**src/sv/ckx_pkg.sv**
```systemverilog
// ----------------------------------------------------------------------------
// ckx_pkg
// Shared widths, character codes, item types and base coding for the
// canonical k-mer extractor.
// ----------------------------------------------------------------------------
package ckx_pkg;

    // field widths
    localparam int NUC_W    = 8;
    localparam int SEQ_ID_W = 32;
    localparam int KMER_W   = 64;
    localparam int K_W      = 6;

    // stream payload widths
    localparam int IN_DATA_W  = 40;
    localparam int OUT_DATA_W = 96;

    // k-mer length defaults
    localparam int             MAX_KMER_LENGTH_DEF = 32;
    localparam logic [K_W-1:0] KMER_LENGTH_RESET   = 6'd18;

    // recognized sequence characters
    localparam logic [NUC_W-1:0] CHAR_UA = 8'h41;
    localparam logic [NUC_W-1:0] CHAR_UC = 8'h43;
    localparam logic [NUC_W-1:0] CHAR_UG = 8'h47;
    localparam logic [NUC_W-1:0] CHAR_UT = 8'h54;
    localparam logic [NUC_W-1:0] CHAR_LA = 8'h61;
    localparam logic [NUC_W-1:0] CHAR_LC = 8'h63;
    localparam logic [NUC_W-1:0] CHAR_LG = 8'h67;
    localparam logic [NUC_W-1:0] CHAR_LT = 8'h74;

    // 2-bit base codes
    localparam logic [1:0] BASE_A = 2'd0;
    localparam logic [1:0] BASE_C = 2'd1;
    localparam logic [1:0] BASE_G = 2'd2;
    localparam logic [1:0] BASE_T = 2'd3;

    // complement of a base code is its bitwise inverse
    localparam logic [1:0] COMP_XOR = 2'd3;

    typedef struct packed {
        logic                valid;
        logic [1:0]          code;
    } base_t;

    typedef struct packed {
        logic [SEQ_ID_W-1:0] sequence_id;
        logic                last_of_sequence;
        logic [NUC_W-1:0]    nucleotide;
    } in_item_t;

    typedef struct packed {
        logic [SEQ_ID_W-1:0] kmer_sequence_id;
        logic [KMER_W-1:0]   canonical_kmer;
    } out_item_t;

    // decode a character into a 2-bit base, either case
    function automatic base_t decode_base(input logic [NUC_W-1:0] ch);
        base_t b;
        b.valid = 1'b1;
        b.code  = BASE_A;
        case (ch)
            CHAR_UA, CHAR_LA: b.code = BASE_A;
            CHAR_UC, CHAR_LC: b.code = BASE_C;
            CHAR_UG, CHAR_LG: b.code = BASE_G;
            CHAR_UT, CHAR_LT: b.code = BASE_T;
            default:          b.valid = 1'b0;
        endcase
        return b;
    endfunction

endpackage

```
**src/sv/canonical_kmer_extractor_unit.sv**
```systemverilog
// ----------------------------------------------------------------------------
// canonical_kmer_extractor_unit
// Streams DNA characters in and canonical 2-bit k-mers with their read id
// out; k is set through a separate configuration write channel.
// ----------------------------------------------------------------------------
// channel   direction  contents
// s_*       in         tdata {sequence_id, nucleotide}, tlast last_of_sequence
// m_*       out        tdata {kmer_sequence_id, canonical_kmer}
// cfg_*     in         cfg_data kmer_length, always ready
//
// one character per cycle while no k-mer waits on m_*; a k-mer passes the input
// register, then the result register, before it is valid on m_*
// the character-to-character loop runs through the rolling words and run counter,
// so throughput is one item per clock while no k-mer waits on m_*
// reset clears the words, the run counter and both stage valids; k returns to 18
// a stalled result holds the result register; the input register still takes
// characters that produce no k-mer
// ----------------------------------------------------------------------------
module canonical_kmer_extractor_unit
    import ckx_pkg::*;
#(
    parameter int MAX_KMER_LENGTH = MAX_KMER_LENGTH_DEF
)
(
    input  logic                  clk,
    input  logic                  rst_n,
    // input stream
    input  logic                  s_tvalid,
    output logic                  s_tready,
    input  logic [IN_DATA_W-1:0]  s_tdata,   // [7:0] nucleotide, [39:8] sequence_id
    input  logic                  s_tlast,
    // output stream
    output logic                  m_tvalid,
    input  logic                  m_tready,
    output logic [OUT_DATA_W-1:0] m_tdata,   // [63:0] canonical_kmer, [95:64] kmer_sequence_id
    // configuration
    input  logic                  cfg_valid,
    output logic                  cfg_ready,
    input  logic [K_W-1:0]        cfg_data
);

    logic [K_W-1:0] kmer_length_reg;
    in_item_t       s_item;
    in_item_t       item;
    logic           item_valid;
    logic           item_take;
    logic           emit;
    logic           out_free;
    out_item_t      result;
    out_item_t      m_item;

    // configuration register
    assign cfg_ready = 1'b1;

    always_ff @(posedge clk or negedge rst_n)
    begin
        if (!rst_n)
        begin
            kmer_length_reg <= KMER_LENGTH_RESET;
        end
        else if (cfg_valid && cfg_ready)
        begin
            kmer_length_reg <= cfg_data;
        end
    end

    // input unpacking
    assign s_item.nucleotide       = s_tdata[NUC_W-1:0];
    assign s_item.sequence_id      = s_tdata[NUC_W +: SEQ_ID_W];
    assign s_item.last_of_sequence = s_tlast;

    ckx_input_stage u_input
    (
        .clk        (clk),
        .rst_n      (rst_n),
        .s_tvalid   (s_tvalid),
        .s_tready   (s_tready),
        .s_item     (s_item),
        .item_valid (item_valid),
        .item       (item),
        .item_take  (item_take)
    );

    ckx_kmer_core #(
        .MAX_KMER_LENGTH (MAX_KMER_LENGTH)
    ) u_core
    (
        .clk         (clk),
        .rst_n       (rst_n),
        .kmer_length (kmer_length_reg),
        .item_valid  (item_valid),
        .item        (item),
        .out_free    (out_free),
        .item_take   (item_take),
        .emit        (emit),
        .result      (result)
    );

    ckx_output_stage u_output
    (
        .clk      (clk),
        .rst_n    (rst_n),
        .load     (item_take && emit),
        .result   (result),
        .out_free (out_free),
        .m_tvalid (m_tvalid),
        .m_tready (m_tready),
        .m_item   (m_item)
    );

    // output packing
    assign m_tdata = {m_item.kmer_sequence_id, m_item.canonical_kmer};

endmodule

```
**src/sv/ckx_input_stage.sv**
```systemverilog
// ----------------------------------------------------------------------------
// ckx_input_stage
// Input register for sequence characters; refills in the same cycle that
// the held character is consumed.
// ----------------------------------------------------------------------------
module ckx_input_stage
    import ckx_pkg::*;
(
    input  logic     clk,
    input  logic     rst_n,
    input  logic     s_tvalid,
    output logic     s_tready,
    input  in_item_t s_item,
    output logic     item_valid,
    output in_item_t item,
    input  logic     item_take
);

    logic     valid_reg;
    logic     valid_next;
    in_item_t item_reg;

    // free when empty or when the held character leaves this cycle
    assign s_tready   = !valid_reg || item_take;
    assign item_valid = valid_reg;
    assign item       = item_reg;

    always_comb
    begin
        valid_next = valid_reg;
        if (s_tvalid && s_tready)
        begin
            valid_next = 1'b1;
        end
        else if (item_take)
        begin
            valid_next = 1'b0;
        end
    end

    // control state
    always_ff @(posedge clk or negedge rst_n)
    begin
        if (!rst_n)
        begin
            valid_reg <= 1'b0;
        end
        else
        begin
            valid_reg <= valid_next;
        end
    end

    // payload capture on each input transfer
    always_ff @(posedge clk)
    begin
        if (s_tvalid && s_tready)
        begin
            item_reg <= s_item;
        end
    end

endmodule

```
**src/sv/ckx_kmer_core.sv**
```systemverilog
// ----------------------------------------------------------------------------
// ckx_kmer_core
// Rolling forward and reverse-complement words, run counter and the
// canonical (smaller) k-mer selection for one character per cycle unless a k-mer waits on the output.
// ----------------------------------------------------------------------------
module ckx_kmer_core
    import ckx_pkg::*;
#(
    parameter int MAX_KMER_LENGTH = MAX_KMER_LENGTH_DEF
)
(
    input  logic           clk,
    input  logic           rst_n,
    input  logic [K_W-1:0] kmer_length,
    input  logic           item_valid,
    input  in_item_t       item,
    input  logic           out_free,
    output logic           item_take,
    output logic           emit,
    output out_item_t      result
);

    localparam int WORD_W = 2 * MAX_KMER_LENGTH;

    logic [WORD_W-1:0] fwd_reg;
    logic [WORD_W-1:0] fwd_next;
    logic [WORD_W-1:0] rev_reg;
    logic [WORD_W-1:0] rev_next;
    logic [K_W-1:0]    run_reg;
    logic [K_W-1:0]    run_next;

    base_t             base;
    logic [K_W-1:0]    k_eff;
    logic [K_W-1:0]    k_m1;
    logic [WORD_W-1:0] mask;
    logic [WORD_W-1:0] fwd_shift;
    logic [WORD_W-1:0] rev_down;
    logic [WORD_W-1:0] rev_shift;
    logic [K_W-1:0]    run_inc;
    logic [WORD_W-1:0] kmer_min;
    logic [1:0]        comp;

    assign base = decode_base(item.nucleotide);
    assign comp = base.code ^ COMP_XOR;

    // clamp length into 1..MAX_KMER_LENGTH
    always_comb
    begin
        if (kmer_length == '0)
        begin
            k_eff = K_W'(1);
        end
        else if (kmer_length > K_W'(MAX_KMER_LENGTH))
        begin
            k_eff = K_W'(MAX_KMER_LENGTH);
        end
        else
        begin
            k_eff = kmer_length;
        end
    end

    assign k_m1     = k_eff - K_W'(1);
    assign rev_down = rev_reg >> 2;

    // per-base lanes: mask, and reverse word shifted down with the complement
    // merged into lane k-1 (the lane just above a shortened k folds in there too)
    always_comb
    begin
        for (int j = 0; j < MAX_KMER_LENGTH; j++)
        begin
            mask[2*j +: 2]      = (K_W'(j) < k_eff) ? 2'b11 : 2'b00;
            rev_shift[2*j +: 2] = ((K_W'(j) <= k_m1) ? rev_down[2*j +: 2] : 2'b00)
                                | ((K_W'(j) == k_m1) ? comp : 2'b00);
        end
    end

    assign fwd_shift = {fwd_reg[WORD_W-3:0], base.code} & mask;

    // run counter saturates at k
    assign run_inc  = (run_reg < k_eff) ? run_reg + K_W'(1) : run_reg;
    assign kmer_min = (fwd_shift < rev_shift) ? fwd_shift : rev_shift;

    // result and consume decision
    assign emit      = item_valid && base.valid && (run_inc >= k_eff);
    assign item_take = item_valid && (!emit || out_free);

    assign result.canonical_kmer   = KMER_W'(kmer_min);
    assign result.kmer_sequence_id = item.sequence_id;

    // next state
    always_comb
    begin
        fwd_next = fwd_reg;
        rev_next = rev_reg;
        run_next = run_reg;
        if (item_take)
        begin
            if (item.last_of_sequence)
            begin
                fwd_next = '0;
                rev_next = '0;
                run_next = '0;
            end
            else if (base.valid)
            begin
                fwd_next = fwd_shift;
                rev_next = rev_shift;
                run_next = run_inc;
            end
            else
            begin
                run_next = '0;
            end
        end
    end

    always_ff @(posedge clk or negedge rst_n)
    begin
        if (!rst_n)
        begin
            fwd_reg <= '0;
            rev_reg <= '0;
            run_reg <= '0;
        end
        else
        begin
            fwd_reg <= fwd_next;
            rev_reg <= rev_next;
            run_reg <= run_next;
        end
    end

endmodule

```
**src/sv/ckx_output_stage.sv**
```systemverilog
// ----------------------------------------------------------------------------
// ckx_output_stage
// Result register for canonical k-mers; takes a new result in the cycle
// the held one transfers.
// ----------------------------------------------------------------------------
module ckx_output_stage
    import ckx_pkg::*;
(
    input  logic      clk,
    input  logic      rst_n,
    input  logic      load,
    input  out_item_t result,
    output logic      out_free,
    output logic      m_tvalid,
    input  logic      m_tready,
    output out_item_t m_item
);

    logic      valid_reg;
    logic      valid_next;
    out_item_t item_reg;

    assign out_free = !valid_reg || m_tready;
    assign m_tvalid = valid_reg;
    assign m_item   = item_reg;

    always_comb
    begin
        valid_next = valid_reg;
        if (load)
        begin
            valid_next = 1'b1;
        end
        else if (m_tready)
        begin
            valid_next = 1'b0;
        end
    end

    // control state
    always_ff @(posedge clk or negedge rst_n)
    begin
        if (!rst_n)
        begin
            valid_reg <= 1'b0;
        end
        else
        begin
            valid_reg <= valid_next;
        end
    end

    // result payload
    always_ff @(posedge clk)
    begin
        if (load)
        begin
            item_reg <= result;
        end
    end

endmodule

```
**config.mk**
```make
export PLATFORM = sky130hd
export DESIGN_NAME = canonical_kmer_extractor_unit
export DESIGN_NICKNAME = d
export VERILOG_FILES = /design/src/sv/ckx_pkg.sv /design/src/sv/canonical_kmer_extractor_unit.sv /design/src/sv/ckx_input_stage.sv /design/src/sv/ckx_kmer_core.sv /design/src/sv/ckx_output_stage.sv
export SDC_FILE = /design/constraint.sdc
export NUM_CORES = 1
export LEC_CHECK = 0
export ABC_AREA = 1
export BUFFER_PORTS_ARGS = -buffer_cell sky130_fd_sc_hd__buf_2
export CAP_MARGIN = 10
export CORE_MARGIN = 2
export CORE_UTILIZATION = 30
export CTS_BUF_LIST = sky130_fd_sc_hd__clkbuf_4 sky130_fd_sc_hd__clkbuf_8 sky130_fd_sc_hd__clkbuf_16
export DETAILED_ROUTE_END_ITERATION = 6
export PLACE_DENSITY_LB_ADDON = 0.3
export SLEW_MARGIN = 20
export SYNTH_ARGS = -nofsm -noshare
export SYNTH_HDL_FRONTEND = slang
export SYNTH_SLANG_ARGS = --single-unit
```
**constraint.sdc**
```tcl
create_clock -name clk -period 15.25 [get_ports clk]
set_input_delay 2.2875 -clock clk [delete_from_list [all_inputs] [get_ports clk]]
set_output_delay 2.2875 -clock clk [all_outputs]
set_load 0.005 [all_outputs]
```
# == Word level (Yosys, flattened, before mapping) ==
# Index checks and enable logic that the tools add are counted.
# totals
wordCells,284
input_bits,52
output_inout_bits,99
ff_bits,277
# op_classes
n_bitwise,33
order_cmp,67
muxes,111
reduce_logical,21
n_addsub,2
n_eq_ne,39
# op_table
cell,count
$mux 64,3
$mux 2,95
$mux 62,2
$eq 5x6->1 const A,16
$lt 5x6->1 const A,16
$le 5x6->1 const A,15
$and 64x64->64,1
$eq 8x7->1 const B,8
$lt 64x64->1,1
$or 2x2->2,31
$eq 4x6->1 const A,8
$le 4x6->1 const A,8
$lt 4x6->1 const A,8
$mux 6,5
$eq 3x6->1 const A,4
$le 3x6->1 const A,4
$lt 3x6->1 const A,4
$eq 2x6->1 const A,2
$le 1x6->1 const A,2
$le 2x6->1 const A,2
$logic_not 6->1,2
$lt 1x6->1 const A,2
$lt 2x6->1 const A,2
$reduce_or 8->1,1
15 further kinds,31

# == Logic depth before layout (Yosys ltp) ==
# depth
ltp_word,13
mapped_depth,31
mapped_depth_nobuf,29

# == Cells and area by module ==
# Synthesis repeated with hierarchy kept, for this count alone.
# hier_totals
cells_unflattened,1752
hier_area_um2,14686.6
# by_module_without_submodules
module,cells_per_inst,seq_area_each_um2,area_per_inst_um2,n_inst
ckx_kmer_core,1575,3253.1,10239.8,1
ckx_output_stage,101,2907.8,2927.8,1
ckx_input_stage,47,1256.2,1276.2,1
canonical_kmer_extractor_unit,29,152.6,242.7,1

# == Worst setup path after synthesis ==
# No wires, ideal clock.
# synth_timing
path_kind,flip-flop to flip-flop
startpoint,register kmer_length_reg[2]
endpoint,register u_output.item_reg (netlist bit u_output.m_item[0]) (enable)
stages_incl_launch_ff,23
synth_period_minus_slack_ns,7.791
setup_time_ns,0.552
path_slack_ns,7.459
arrival_time_ns,7.240
path_buffers,0
t_required_ns,14.698
path_cell_list,dfrtp_1 nor2_2 nand3_2 nand2_4 inv_1 nor2_1 inv_1 ha_1 a21boi_0 o211ai_1 nand2_1 a21oi_1 o21bai_1 o21ai_0 ha_1 a21boi_0 o21a_1 o21a_1 o21a_1 o21ai_0 nand2_1 nand3_1 nor2_1
# synth_via
elab_chain_len,11
elab_cells_between_ends,12
cone_classes,order compare: 3; mux: 3; reduce/logical: 6
# synth_rtl
element,line,rtl
from (decl),canonical_kmer_extractor_unit.sv:42,logic [K_W-1:0] kmer_length_reg;
from (signal assigned),canonical_kmer_extractor_unit.sv:63,kmer_length_reg <= cfg_data;
$gt 6x6->1,ckx_kmer_core.sv:53,else if (kmer_length > K_W'(MAX_KMER_LENGTH))
$mux 6,ckx_kmer_core.sv:53,
$mux 6 (*),ckx_kmer_core.sv:49,if (kmer_length == '0)
$lt 6x6->1,ckx_kmer_core.sv:81,assign run_inc = (run_reg < k_eff) ? run_reg + K_W'(1) : run_reg;
$mux 6,ckx_kmer_core.sv:81,
$ge 6x6->1 (*),ckx_kmer_core.sv:85,assign emit = item_valid && base.valid && (run_inc >= k_eff);
$logic_and 1x1->1 (*),ckx_kmer_core.sv:85,
$logic_not 1->1,ckx_kmer_core.sv:86,assign item_take = item_valid && (!emit || out_free);
$logic_or 1x1->1,ckx_kmer_core.sv:86,
$logic_and 1x1->1,ckx_kmer_core.sv:86,
$logic_and 1x1->1 (*),canonical_kmer_extractor_unit.sv:103,".load (item_take && emit),"
net u_output.load,ckx_output_stage.sv:11,"input logic load,"
to (signal assigned),ckx_output_stage.sv:58,item_reg <= result;
to (decl),ckx_output_stage.sv:21,out_item_t item_reg;
# Mark *: on every way through the listed nets, which the timed path passes. The rest lies on a longest branch.
# A chain may end at the register's enable or synchronous reset.

# == Worst setup path in the final report ==
# layout_timing
startpoint,register kmer_length_reg[2]
endpoint,output port s_tready
# layout_via
elab_chain_len,11
elab_cells_between_ends,12
cone_classes,order compare: 3; mux: 3; reduce/logical: 6
# layout_rtl
element,line,rtl
$gt 6x6->1,ckx_kmer_core.sv:53,
$mux 6,ckx_kmer_core.sv:53,
$mux 6 (*),ckx_kmer_core.sv:49,
$lt 6x6->1,ckx_kmer_core.sv:81,
$mux 6,ckx_kmer_core.sv:81,
$ge 6x6->1 (*),ckx_kmer_core.sv:85,
$logic_and 1x1->1 (*),ckx_kmer_core.sv:85,
$logic_not 1->1 (*),ckx_kmer_core.sv:86,
$logic_or 1x1->1 (*),ckx_kmer_core.sv:86,
$logic_and 1x1->1 (*),ckx_kmer_core.sv:86,
$logic_or 1x1->1 (*),ckx_input_stage.sv:24,assign s_tready = !valid_reg || item_take;
to (decl),canonical_kmer_extractor_unit.sv:29,"output logic s_tready,"
# Mark *: on every way between the ends. The rest lies on a longest branch, timed or not.

==> results.py <==
metrics = {
    "global_routing": {
        "grt_max_degree": 100,
        "grt_remaining_overflow": 0,
        "grt_pass1_vias": 11093,
        "antenna_found_initial": 1,
        "grt_use_total": 0.1547,
        "grt_pass1_wl_mm": 61.60,
    },
    "power_and_ir_drop": {
        "clkPwrFrac": 0.404,
        "powerDensity_nw_per_um2": 109.5,
        "netSwitchingPower_uw": 517.5,
        "switching_share": 0.2873,
        "p_int_mw": 1.284,
        "ir_drop_v": 0.00006798,
        "power_frac_comb": 0.157,
        "p_seq_frac": 0.440,
        "p_leak_nw": 7.714,
    },
    "layout": {
        "instances_no_fill": 2296,
        "drive_gt1_frac": 0.1523,
        "final_net_count": 1792,
        "final_design_area_no_fill_um2": 16450,
        "fill_cells": 4750,
        "largest_reg_flops": 96,
        "syn2layout_area_growth_pct": 16.13,
    },
    "timing": {
        "hold_slack_ns": 0.4171,
        "fin_tns_setup_ns": 0,
        "slew_headroom": 0.3492,
        "hold_violations": 0,
        "fmax_mhz": 126.9,
        "period_minus_slack_ns": 7.879,
        "tightest_slew_ns": 0.9701,
        "slew_violations": 0,
        "finalCritPeriodShare": 0.5166,
        "setup_viol_count_final": 0,
        "fin_skew_ns": 0.01151,
        "rsz0062_at_grt": "no",
    },
    "routing": {
        "drtIter0Drc": 789,
        "routedWlPerCell_um": 16.82,
        "via_per_inst": 4.872,
        "postRouteWirelength_mm": 38.61,
        "vias": 11186,
        "dr.pass1.iters": 5,
        "drc": 0,
        "final_antenna_net_count": 0,
    },
    "clock_tree": {
        "ctsHtreeMaxLevel": 1,
        "clockBufferDepth": 3,
        "clock_latency_ns": 0.57,
        "hold_buffers": 0,
        "cts_tree": "yes",
        "cts_setup_buffers": 0,
        "cts_sinks": 274,
        "ctsResizeCount": 0,
        "clk_pin_slew_worst_paths_ns": 0.06,
        "numCtsBuffers": 30,
        "cts_root_buf": "clkbuf_16",
    },
    "yosys": {
        "syn_inst": 1536,
        "synthMostInstantiatedCell": "inv_1",
        "synthTopCellsByArea": "edfxtp_1 29%, dfrtp_1 24%, inv_1 7.7%",
        "synth_top_cell_by_area": "edfxtp_1",
        "synth_top_area_frac": 0.2882,
        "ys.flop_type": "edfxtp_1",
        "async_flop_share": 0.5036,
        "ys_types": 52,
        "synthTopCellsByCount": "290 x inv_1, 252 x nand2_1, 136 x dfrtp_1, 136 x edfxtp_1, 131 x nor2_1",
        "ys_warn_count": 0,
        "synthesis.nets": 1664,
        "netlist_area_um2": 14170,
        "synth_edf_count": 136,
        "synth.avg_cell_area_um2": 9.224,
        "yosysSeqAreaShare": 0.5321,
        "yosys_register_bits": 274,
    },
    "die": {
        "dieArea_um2": 48980,
        "die_h_um": 221.3,
        "die_w_um": 221.3,
        "initial_utilization": 0.3043,
        "fp-row-count": 79,
        "ios": 151,
        "coreArea_um2": 46560,
    },
    "worst_setup_path": {
        "arrival_ns": 5.59,
        "critPathKind": "flip-flop to output pin",
        "path_max_fanout": 9,
        "cp-start-kind": "flip-flop",
        "cp_data_required_time_ns": 12.96,
        "critPathCaptureType": "output pin",
    },
    "flow_run": {
        "maxCapViolCount": 0,
    },
    "placement": {
        "placed_cell_area_um2": 15420,
        "place_hpwl_mm": 27.20,
        "gp_congestion": 0.8721,
        "portBuffers": 148,
        "place_inst": 2238,
    },
    "run_status": {
        "outcome": "complete, no violations",
    },
    "worst_hold_path": {
        "holdCritPathClass": "flip-flop to flip-flop",
    },
}
==> power by group through the flow <==
stage | Combinational, mW | Sequential [mW] | Clock, mW
global route | 0.313 | 0.792 | 0.777
global placement | 0.276 | 0.806 | 0
detailed placement | 0.282 | 0.806 | 0
floorplan | 0.200 | 0.804 | 0
CTS | 0.283 | 0.792 | 0.748
finish | 0.283 | 0.792 | 0.727
==> cells by family after synthesis <==
| family | after synthesis | synth area share |
|---|---|---|
| buffers and inverters | 364 | 0.1051 |
| AO/OA/AOI/OAI | 288 | 0.1311 |
| XOR/XNOR | 5 | 0.003621 |
| multiplexers | 2 | 0.001589 |
| adder cells (fa/ha/maj) | 76 | 0.06711 |
| AND/OR/NAND/NOR | 526 | 0.1591 |
| flip-flops | 274 | 0.5321 |
| other | 1 | 0.0002647 |
==> worst paths after layout <==
kind                                                        to  depth (start not counted)                      startpoint  slack (ns)
worst min register to register   u_output.m_item[88]$_DFFE_PP_                          0      u_input.item[33]$_DFFE_PP_        0.42
worst max register to register   u_output.m_item[28]$_DFFE_PP_                         25  kmer_length_reg[5]$_DFFE_PN0P_        7.70
worst min-delay path             u_output.m_item[88]$_DFFE_PP_                          0      u_input.item[33]$_DFFE_PP_        0.42
max in group asynchronous        u_core.fwd_reg[8]$_DFFE_PN0P_                          2                           rst_n       12.20
min in group asynchronous       u_core.fwd_reg[43]$_DFFE_PN0P_                          1                           rst_n        1.80
worst max-delay path                                  s_tready                         24  kmer_length_reg[2]$_DFFE_PN0P_        7.37
==> stage by stage <==
step                setup slack, ns  power (mW)  utilization
CTS                           7.328       1.823       0.3527
global route                  6.876       1.883       0.3534
global placement              7.941       1.082       0.3312
detailed placement            7.837       1.088       0.3312
floorplan                     7.459       1.004            -
finish                        7.371       1.801       0.3534
==> routing by layer <==
| layer | global-route usage | wire length [um] | vias up |
|---|---|---|---|
| li1 | - | - | 5422 |
| met5 | 0 | 0 | - |
| met2 | 0.2605 | 18800 | 255 |
| met4 | 0.04785 | 920 | 0 |
| met1 | 0.2079 | 17210 | 5454 |
| met3 | 0.01872 | 1686 | 55 |
==> layout by cell type (no fill, tap or decap), drive strengths merged, types with 53 or more instances in the layout <==
cell type and instances:
ha 76, nor2 140, o22ai 93, o21ai 68, edfxtp 136, buf 158
nand2 263, dfrtp 136, o32ai 53, nand3 93, inv 298
==> final cells by class <==
| type | instances | area (um^2) | area share |
|---|---|---|---|
| Clock inverter | 12 | 121.4 | 0.007376 |
| Timing Repair Buffer | 158 | 845.8 | 0.05141 |
| Tap cell | 607 | 759.5 | 0.04616 |
| Clock buffer | 44 | 880.8 | 0.05354 |
| Multi-Input combinational cell | 898 | 5170 | 0.3142 |
| Sequential cell | 274 | 7540 | 0.4583 |
| Inverter | 302 | 1134 | 0.06890 |
| Antenna cell | 1 | 2.502 | 0.0001521 |
==> worst max-delay path, cell delays in order (launching register included) <==
cell and delay [ns]:
dfrtp_1 0.51, nor2_2 0.20, nand3_2 0.12, nand2_4 0.13, inv_1 0.05, nor2_1 0.16, inv_1 0.25, ha_1 0.35
a21boi_0 0.17, o211ai_1 0.10, nand2_1 0.08, a21oi_1 0.06, o21bai_1 0.44, o21ai_0 0.22, ha_1 0.31, a21boi_0 0.17
o21a_1 0.14, o21a_1 0.10, o21a_1 0.09, o21ai_0 0.07, nand2_1 0.07, nand3_1 0.14, nor2_1 0.42, clkinv_1 0.39
buf_2 0.25
No activity file was read; power rests on OpenSTA's default activity.
